<file path="src/hdl/rhc_pkg.sv">
// ----------------------------------------------------------------------------
// rhc_pkg: shared constants and types for the rgb to hsv converter
// channel and hue widths, fixed-point constants and the word carried
// down the divider pipeline
// ----------------------------------------------------------------------------
package rhc_pkg;

  localparam int CHANNEL_BITS  = 8;
  localparam int HUE_FRAC_BITS = 6;

  // hue spans 0 .. 360 degrees, so 9 integer bits
  localparam int HUE_BITS      = 9 + HUE_FRAC_BITS;
  // one 60 degree sector in hue units
  localparam int HUE_UNIT_BITS = 6 + HUE_FRAC_BITS;
  // sector-scaled numerator is below 6 * max channel code
  localparam int T_BITS        = CHANNEL_BITS + 3;
  // quotient bits shared by both dividers
  localparam int QUO_BITS      = (HUE_BITS > CHANNEL_BITS) ? HUE_BITS : CHANNEL_BITS;
  localparam int DIV_BITS      = QUO_BITS + CHANNEL_BITS;

  localparam logic [CHANNEL_BITS-1:0]  CH_MAX     = {CHANNEL_BITS{1'b1}};
  localparam logic [CHANNEL_BITS-1:0]  CH_ONE     = CHANNEL_BITS'(1);
  localparam logic [HUE_UNIT_BITS-1:0] HUE_UNIT   = HUE_UNIT_BITS'(60 << HUE_FRAC_BITS);
  localparam logic [HUE_BITS-1:0]      HUE_LIMIT  = HUE_BITS'(360 << HUE_FRAC_BITS);

  typedef logic [CHANNEL_BITS-1:0] chan_t;

  // one restoring divider lane: partial remainder, divisor, and a shift
  // register holding the unused dividend bits with quotient bits behind them
  typedef struct packed {
    chan_t               rem;
    chan_t               dvs;
    logic [QUO_BITS-1:0] acc;
  } div_lane_t;

  typedef struct packed {
    div_lane_t hue;
    div_lane_t sat;
    chan_t     bright;
  } div_word_t;

  typedef struct packed {
    logic [HUE_BITS-1:0] hue;
    chan_t               sat;
    chan_t               bright;
  } result_t;

endpackage

</file>
<file path="src/hdl/rgb_to_hsv_converter_core.sv">
// ----------------------------------------------------------------------------
// rgb_to_hsv_converter_core: pipelined rgb to hsv colour conversion
// value is the largest channel, saturation and hue come from two restoring
// dividers that run side by side, one quotient bit per stage
// ----------------------------------------------------------------------------
//
//   channel   direction  handshake                   payload
//   pixel     in         pixel_valid / pixel_ready   red, green, blue
//   result    out        result_valid / result_ready hue, saturation, brightness
//
// one word per clock is taken while the result side keeps up
// a result passes the min/max stage, the scaling stage and one divider stage
// per quotient bit on its way from its pixel
// synchronous reset clears every valid bit, the skid valid bit among them; data
// registers keep whatever they held
// a stalled result moves into the skid register and the pipeline freezes
// while it is full, so pixel_ready is a register output
//
module rgb_to_hsv_converter_core
  import rhc_pkg::*;
(
  input  logic                clk,
  input  logic                rst,
  input  logic                pixel_valid,
  output logic                pixel_ready,
  input  chan_t               red,
  input  chan_t               green,
  input  chan_t               blue,
  output logic                result_valid,
  input  logic                result_ready,
  output logic [HUE_BITS-1:0] hue,
  output chan_t               saturation,
  output chan_t               brightness
);

  // whole pipeline shifts together whenever the skid register is empty
  logic adv;

  // valid bits and words between divider stages
  logic [QUO_BITS:0] dv;
  div_word_t         dw [QUO_BITS+1];

  assign pixel_ready = adv;

  // max, min, sector numerator, then scaled dividends
  rhc_prep u_prep (
    .clk       (clk),
    .rst       (rst),
    .en        (adv),
    .in_valid  (pixel_valid),
    .red       (red),
    .green     (green),
    .blue      (blue),
    .out_valid (dv[0]),
    .out_word  (dw[0])
  );

  // divider chain, msb of the quotient first
  for (genvar i = 0; i < QUO_BITS; i++) begin : g_div
    rhc_div_stage u_stage (
      .clk       (clk),
      .rst       (rst),
      .en        (adv),
      .in_valid  (dv[i]),
      .in_word   (dw[i]),
      .out_valid (dv[i+1]),
      .out_word  (dw[i+1])
    );
  end

  // last stage doubles as the output register, backed by one skid word
  rhc_out_skid u_skid (
    .clk        (clk),
    .rst        (rst),
    .in_valid   (dv[QUO_BITS]),
    .in_word    (dw[QUO_BITS]),
    .adv        (adv),
    .out_valid  (result_valid),
    .out_ready  (result_ready),
    .hue        (hue),
    .saturation (saturation),
    .brightness (brightness)
  );

`ifndef ASSERT_OFF
  // a black pixel has neither saturation nor hue
  a_black_is_grey: assert property (@(posedge clk) disable iff (rst)
    result_valid && (brightness == '0) |-> (saturation == '0) && (hue == '0))
    else $error("black pixel with nonzero saturation or hue");

  // hue stays inside one turn
  a_hue_range: assert property (@(posedge clk) disable iff (rst)
    result_valid |-> (hue < HUE_LIMIT))
    else $error("hue at or beyond 360 degrees");

  // zero saturation only happens for grey, whose hue is zero
  a_grey_hue: assert property (@(posedge clk) disable iff (rst)
    result_valid && (saturation == '0) |-> (hue == '0))
    else $error("zero saturation with nonzero hue");

  // the pipeline only freezes after a result was refused
  a_freeze_cause: assert property (@(posedge clk) disable iff (rst)
    $fell(pixel_ready) |-> $past(result_valid && !result_ready))
    else $error("pipeline froze without a stalled result");
`endif

endmodule

</file>
<file path="src/hdl/rhc_prep.sv">
// ----------------------------------------------------------------------------
// rhc_prep: front of the converter pipeline
// stage one finds max, min and the sector numerator, stage two scales the
// numerators and loads both divider lanes
// ----------------------------------------------------------------------------
module rhc_prep
  import rhc_pkg::*;
(
  input  logic      clk,
  input  logic      rst,
  input  logic      en,
  input  logic      in_valid,
  input  chan_t     red,
  input  chan_t     green,
  input  chan_t     blue,
  output logic      out_valid,
  output div_word_t out_word
);

  logic              a_valid;
  chan_t             a_hi;
  chan_t             a_diff;
  logic [T_BITS-1:0] a_t;

  chan_t             hi;
  chan_t             lo;
  chan_t             diff;
  logic [T_BITS-1:0] t_next;
  logic [T_BITS-1:0] r_ext;
  logic [T_BITS-1:0] g_ext;
  logic [T_BITS-1:0] b_ext;
  logic [T_BITS-1:0] d_ext;

  logic [DIV_BITS-1:0] num_hue;
  logic [DIV_BITS-1:0] num_sat;
  div_word_t           word_next;

  always_comb begin
    hi = red;
    lo = red;
    if (green > hi) hi = green;
    if (blue > hi)  hi = blue;
    if (green < lo) lo = green;
    if (blue < lo)  lo = blue;
    diff  = hi - lo;
    r_ext = T_BITS'(red);
    g_ext = T_BITS'(green);
    b_ext = T_BITS'(blue);
    d_ext = T_BITS'(diff);
    // ties go to red, then green
    priority if (diff == '0) begin
      t_next = '0;
    end else if (hi == red) begin
      if (green >= blue) begin
        t_next = g_ext - b_ext;
      end else begin
        t_next = (d_ext << 2) + (d_ext << 1) - (b_ext - g_ext);
      end
    end else if (hi == green) begin
      t_next = (d_ext << 1) + b_ext - r_ext;
    end else begin
      t_next = (d_ext << 2) + r_ext - g_ext;
    end
  end

  always_ff @(posedge clk) begin
    if (rst) begin
      a_valid <= 1'b0;
    end else if (en) begin
      a_valid <= in_valid;
    end
  end

  always_ff @(posedge clk) begin
    if (en) begin
      a_hi   <= hi;
      a_diff <= diff;
      a_t    <= t_next;
    end
  end

  always_comb begin
    num_hue = DIV_BITS'(a_t) * DIV_BITS'(HUE_UNIT);
    num_sat = DIV_BITS'(a_diff) * DIV_BITS'(CH_MAX);
    // zero divisors only meet zero numerators and become one, so the quotient is zero
    word_next.hue.rem = num_hue[DIV_BITS-1:QUO_BITS];
    word_next.hue.acc = num_hue[QUO_BITS-1:0];
    word_next.hue.dvs = (a_diff == '0) ? CH_ONE : a_diff;
    word_next.sat.rem = num_sat[DIV_BITS-1:QUO_BITS];
    word_next.sat.acc = num_sat[QUO_BITS-1:0];
    word_next.sat.dvs = (a_hi == '0) ? CH_ONE : a_hi;
    word_next.bright  = a_hi;
  end

  always_ff @(posedge clk) begin
    if (rst) begin
      out_valid <= 1'b0;
    end else if (en) begin
      out_valid <= a_valid;
    end
  end

  always_ff @(posedge clk) begin
    if (en) begin
      out_word <= word_next;
    end
  end

endmodule

</file>
<file path="src/hdl/rhc_div_stage.sv">
// ----------------------------------------------------------------------------
// rhc_div_stage: one restoring division step for both lanes
// each stage settles one quotient bit of hue and of saturation
// ----------------------------------------------------------------------------
module rhc_div_stage
  import rhc_pkg::*;
(
  input  logic      clk,
  input  logic      rst,
  input  logic      en,
  input  logic      in_valid,
  input  div_word_t in_word,
  output logic      out_valid,
  output div_word_t out_word
);

  function automatic div_lane_t lane_step(input div_lane_t lane);
    logic [CHANNEL_BITS:0] shifted;
    logic [CHANNEL_BITS:0] dvs_ext;
    logic                  ge;
    div_lane_t             res;
    shifted = {lane.rem, lane.acc[QUO_BITS-1]};
    dvs_ext = {1'b0, lane.dvs};
    ge      = (shifted >= dvs_ext);
    res.dvs = lane.dvs;
    res.rem = ge ? CHANNEL_BITS'(shifted - dvs_ext) : shifted[CHANNEL_BITS-1:0];
    res.acc = {lane.acc[QUO_BITS-2:0], ge};
    return res;
  endfunction

  div_word_t word_next;

  always_comb begin
    word_next.hue    = lane_step(in_word.hue);
    word_next.sat    = lane_step(in_word.sat);
    word_next.bright = in_word.bright;
  end

  always_ff @(posedge clk) begin
    if (rst) begin
      out_valid <= 1'b0;
    end else if (en) begin
      out_valid <= in_valid;
    end
  end

  always_ff @(posedge clk) begin
    if (en) begin
      out_word <= word_next;
    end
  end

endmodule

</file>
<file path="src/hdl/rhc_out_skid.sv">
// ----------------------------------------------------------------------------
// rhc_out_skid: result skid register
// catches the last pipeline word when the consumer stalls, freezing the
// pipeline until it drains
// ----------------------------------------------------------------------------
module rhc_out_skid
  import rhc_pkg::*;
(
  input  logic                clk,
  input  logic                rst,
  input  logic                in_valid,
  input  div_word_t           in_word,
  output logic                adv,
  output logic                out_valid,
  input  logic                out_ready,
  output logic [HUE_BITS-1:0] hue,
  output chan_t               saturation,
  output chan_t               brightness
);

  logic    skid_valid;
  result_t skid;
  result_t last;
  result_t shown;

  always_comb begin
    last.hue    = in_word.hue.acc[HUE_BITS-1:0];
    last.sat    = in_word.sat.acc[CHANNEL_BITS-1:0];
    last.bright = in_word.bright;
  end

  assign adv       = !skid_valid;
  assign out_valid = skid_valid || in_valid;
  assign shown     = skid_valid ? skid : last;

  assign hue        = shown.hue;
  assign saturation = shown.sat;
  assign brightness = shown.bright;

  always_ff @(posedge clk) begin
    if (rst) begin
      skid_valid <= 1'b0;
    end else if (skid_valid) begin
      if (out_ready) skid_valid <= 1'b0;
    end else if (in_valid && !out_ready) begin
      skid_valid <= 1'b1;
    end
  end

  always_ff @(posedge clk) begin
    if (!skid_valid) begin
      skid <= last;
    end
  end

endmodule
</file>
<file path="config.mk">
export PLATFORM = sky130hd
export DESIGN_NAME = rgb_to_hsv_converter_core
export DESIGN_NICKNAME = d
export VERILOG_FILES = /design/src/hdl/rhc_pkg.sv /design/src/hdl/rgb_to_hsv_converter_core.sv /design/src/hdl/rhc_prep.sv /design/src/hdl/rhc_div_stage.sv /design/src/hdl/rhc_out_skid.sv
export SDC_FILE = /design/constraint.sdc
export NUM_CORES = 2
export LEC_CHECK = 0
export BUFFER_PORTS_ARGS = -buffer_cell sky130_fd_sc_hd__buf_2
export CORE_MARGIN = 5
export CORE_UTILIZATION = 28
export CTS_CLUSTER_DIAMETER = 150
export CTS_CLUSTER_SIZE = 28
export DETAILED_ROUTE_END_ITERATION = 16
export HOLD_SLACK_MARGIN = 0.06
export SLEW_MARGIN = 40
export SYNTH_ARGS = -nofsm -noshare
export SYNTH_HDL_FRONTEND = slang
export SYNTH_SLANG_ARGS = --single-unit
</file>
<file path="constraint.sdc">
create_clock -name clk -period 29.7 [get_ports clk]
set_input_delay 2.97 -clock clk [delete_from_list [all_inputs] [get_ports clk]]
set_output_delay 2.97 -clock clk [all_outputs]
set_load 0.05 [all_outputs]
</file>
==> reports/qor.csv <==
metric,value,unit
outcome,finished clean,
grt_pass1_wl,136000,um
cp-start-kind,input port,
ys.flop_type,edfxtp_1,
cpMostUsedCell,ha_1,
fin_crit_sh,0.385,
grt_max_degree,127,
cts_tree,yes,
synthArstFlopShare,0,
fillers,16900,
synth_largest_area_cell,edfxtp_1,
slew_headroom,0.475,
first_global_vias,27200,
drtAntennaViolNets,0,
routed_via_density,4.41,
start_util,0.282,
fin_nets,4216,
synth_warnings,0,
hold_path_class,flip-flop to flip-flop,
die_area,179000,sq um
hold_viol,0,
coreArea,170000,sq um
via_count,26300,
rr_worst_depth,18,
clkLatencyLatePin,0.64,ns
crit_path_end_kind,flip-flop,
synthCells,3659,
drtIter0Drc,1406,
ys_seq_area_frac,0.605,
syn-num-nets,4160,
clk_pin_slew,0.12,ns
drive_gt1_frac,0.0556,
grt_usage,0.0908,
syn_area_per_cell,13.1,sq um
setup_viol,0,
yosys.cell_types.count,76,
grt_antenna_before_repair,2,
synth_edf_count,932,
critPathKind,input port to flip-flop,
holdBufCountCts,0,
numCtsBuffers,41,
syn_area,47900,sq um
postCtsSetupRepairBufs,0,
overflow,0,
cts-root-buf,clkbuf_16,
die_h,424,um
placedCellCount,5890,
fin_tns_setup,0,ns
critPathMaxStageDelay,0.57,ns
rows,151,
hold_path_depth,0,
finalNonFillerCells,5962,
ys_seq_elements,981,
wl_per_cell,13.8,um
fmax,87.5,MHz
rsz0062_at_grt,no,
clock_path_buffers,3,
cts-htree-levels,2,
die_w,424,um
io_buffer_count,60,
synth_area_leaders,"edfxtp_1, ha_1, fa_1, inv_1, o21ai_0",
syn_to_final_growth,9.03,%
tightest_slew,0.788,ns
cpMaxStageDelayCell,mux2i_1,
finClkSkew,0.0665,ns
fin_crit,11.43,ns
io_pins,61,
crit_fanout,19,
drc,0,
required,30.18,ns
gp_congestion,0.865,
final_max_slew_viol_count,0,
cp.arrival,11.90,ns
dr.pass1.iters,7,
post_cts_resized,0,
hpwl,60300,um
synth_top_area_share,0.585,
maxCapViolations,0,
cts_num_sinks,981,
totalWireLength,82200,um
## worst paths after layout
check | startpoint | to | slack [ns]
max | red[1] | u_prep.a_t[9] | 18.27
min | u_prep.out_word[20] | g_div[0].u_stage.out_word[21] | 0.39
max reg2reg | u_prep.a_diff[4] | u_prep.out_word[31] | 24.48
min reg2reg | u_prep.out_word[20] | g_div[0].u_stage.out_word[21] | 0.39
## logic make-up (layout without fill, tap and decap cells)
group	after synthesis	after routing	synth area share
and+or+nand+nor	800	800	0.0833
adders and majority gates	473	473	0.139
xor gates and xnor gates	158	158	0.0289
other	0	1	0
AOI/OAI and AO/OA	671	671	0.0879
buffers and inverters	504	588	0.0399
muxes	72	72	0.0160
DFF	981	981	0.605
## placed cells by master (no fill, tap or decap), types with 19 or more instances in the layout
cell type,instances
o21ai_0,298
o31ai_1,57
clkbuf_1,26
and2_1,68
a21o_1,71
ha_1,375
buf_2,60
nand4_1,54
or4_1,22
nor2b_2,21
fa_1,98
inv_1,440
mux2i_1,38
nand2b_1,90
nor2b_1,66
o211a_1,22
a211oi_1,19
xor2_1,71
mux2_2,33
edfxtp_1,932
xnor2_1,86
clkbuf_16,41
nand3_1,26
nor2_1,187
a21oi_1,105
dfxtp_1,48
nand2_1,221
## registers in the layout, summed over array words and instances (netlist names)
signal                   count
g_div.u_stage.out_valid     15
u_prep.a_t                  11
u_prep.a_diff                8
u_prep.a_valid               1
g_div.u_stage.out_word     850
u_skid.skid_valid            1
u_skid.skid                 31
u_prep.out_word             55
u_prep.out_valid             1
u_prep.a_hi                  8
## critical path: cells and delay by family
kind | cells | cell delay [ns]
xor gates and xnor gates | 2 | 0.48
AOI/OAI and AO/OA | 14 | 3.80
adders and majority gates | 5 | 1.77
muxes | 1 | 0.57
buffers and inverters | 5 | 0.75
and+or+nand+nor | 8 | 1.54
## final cells by class
cell class / count / area [sq um] / share of cell area
Sequential cell: 981 / 29000 / 0.555
Antenna cell: 1 / 2.50 / 0.0000479
Inverter: 441 / 1670 / 0.0319
Tap cell: 2218 / 2780 / 0.0532
Multi-Input combinational cell: 2174 / 17100 / 0.327
Clock buffer: 67 / 1120 / 0.0215
Timing Repair Buffer: 76 / 503 / 0.00964
Clock inverter: 4 / 71.3 / 0.00137
## per-layer routing
layer | up-vias | part of all wire | global-route usage
li1 | 13100 | - | -
met3 | 90 | 0.030 | 0.0110
met4 | 0 | 0.024 | 0.0233
met5 | - | 0 | 0
met1 | 12700 | 0.42 | 0.107
met2 | 314 | 0.53 | 0.173
## synthesized netlist by cell type, drive strengths merged, types with 71 or more instances
library cell and instances:
xnor2 87, fa 98, o21ai 304, a21o 71, xor2 71, ha 375, nor2 193, nand2 222
nor2b 87, edfxtp 932, inv 441, nand2b 90, a21oi 108
## through the flow
step           setup WS, ns   util  hold slack, ns  cell area [sq um]
2_1_floorplan          7.56      -           0.400              47900
4_1_cts               18.41  0.307           0.394              52100
6_report              18.27  0.308           0.394              52200
5_1_grt               17.71  0.308           0.386              52200
3_5_place_dp          17.75  0.300           0.405              50900
3_3_place_gp          17.87  0.300           0.401              50800
Power is left out: the tool's default activity adds up to more than one toggle a clock period on the data nets, which glitch-free logic cannot reach.
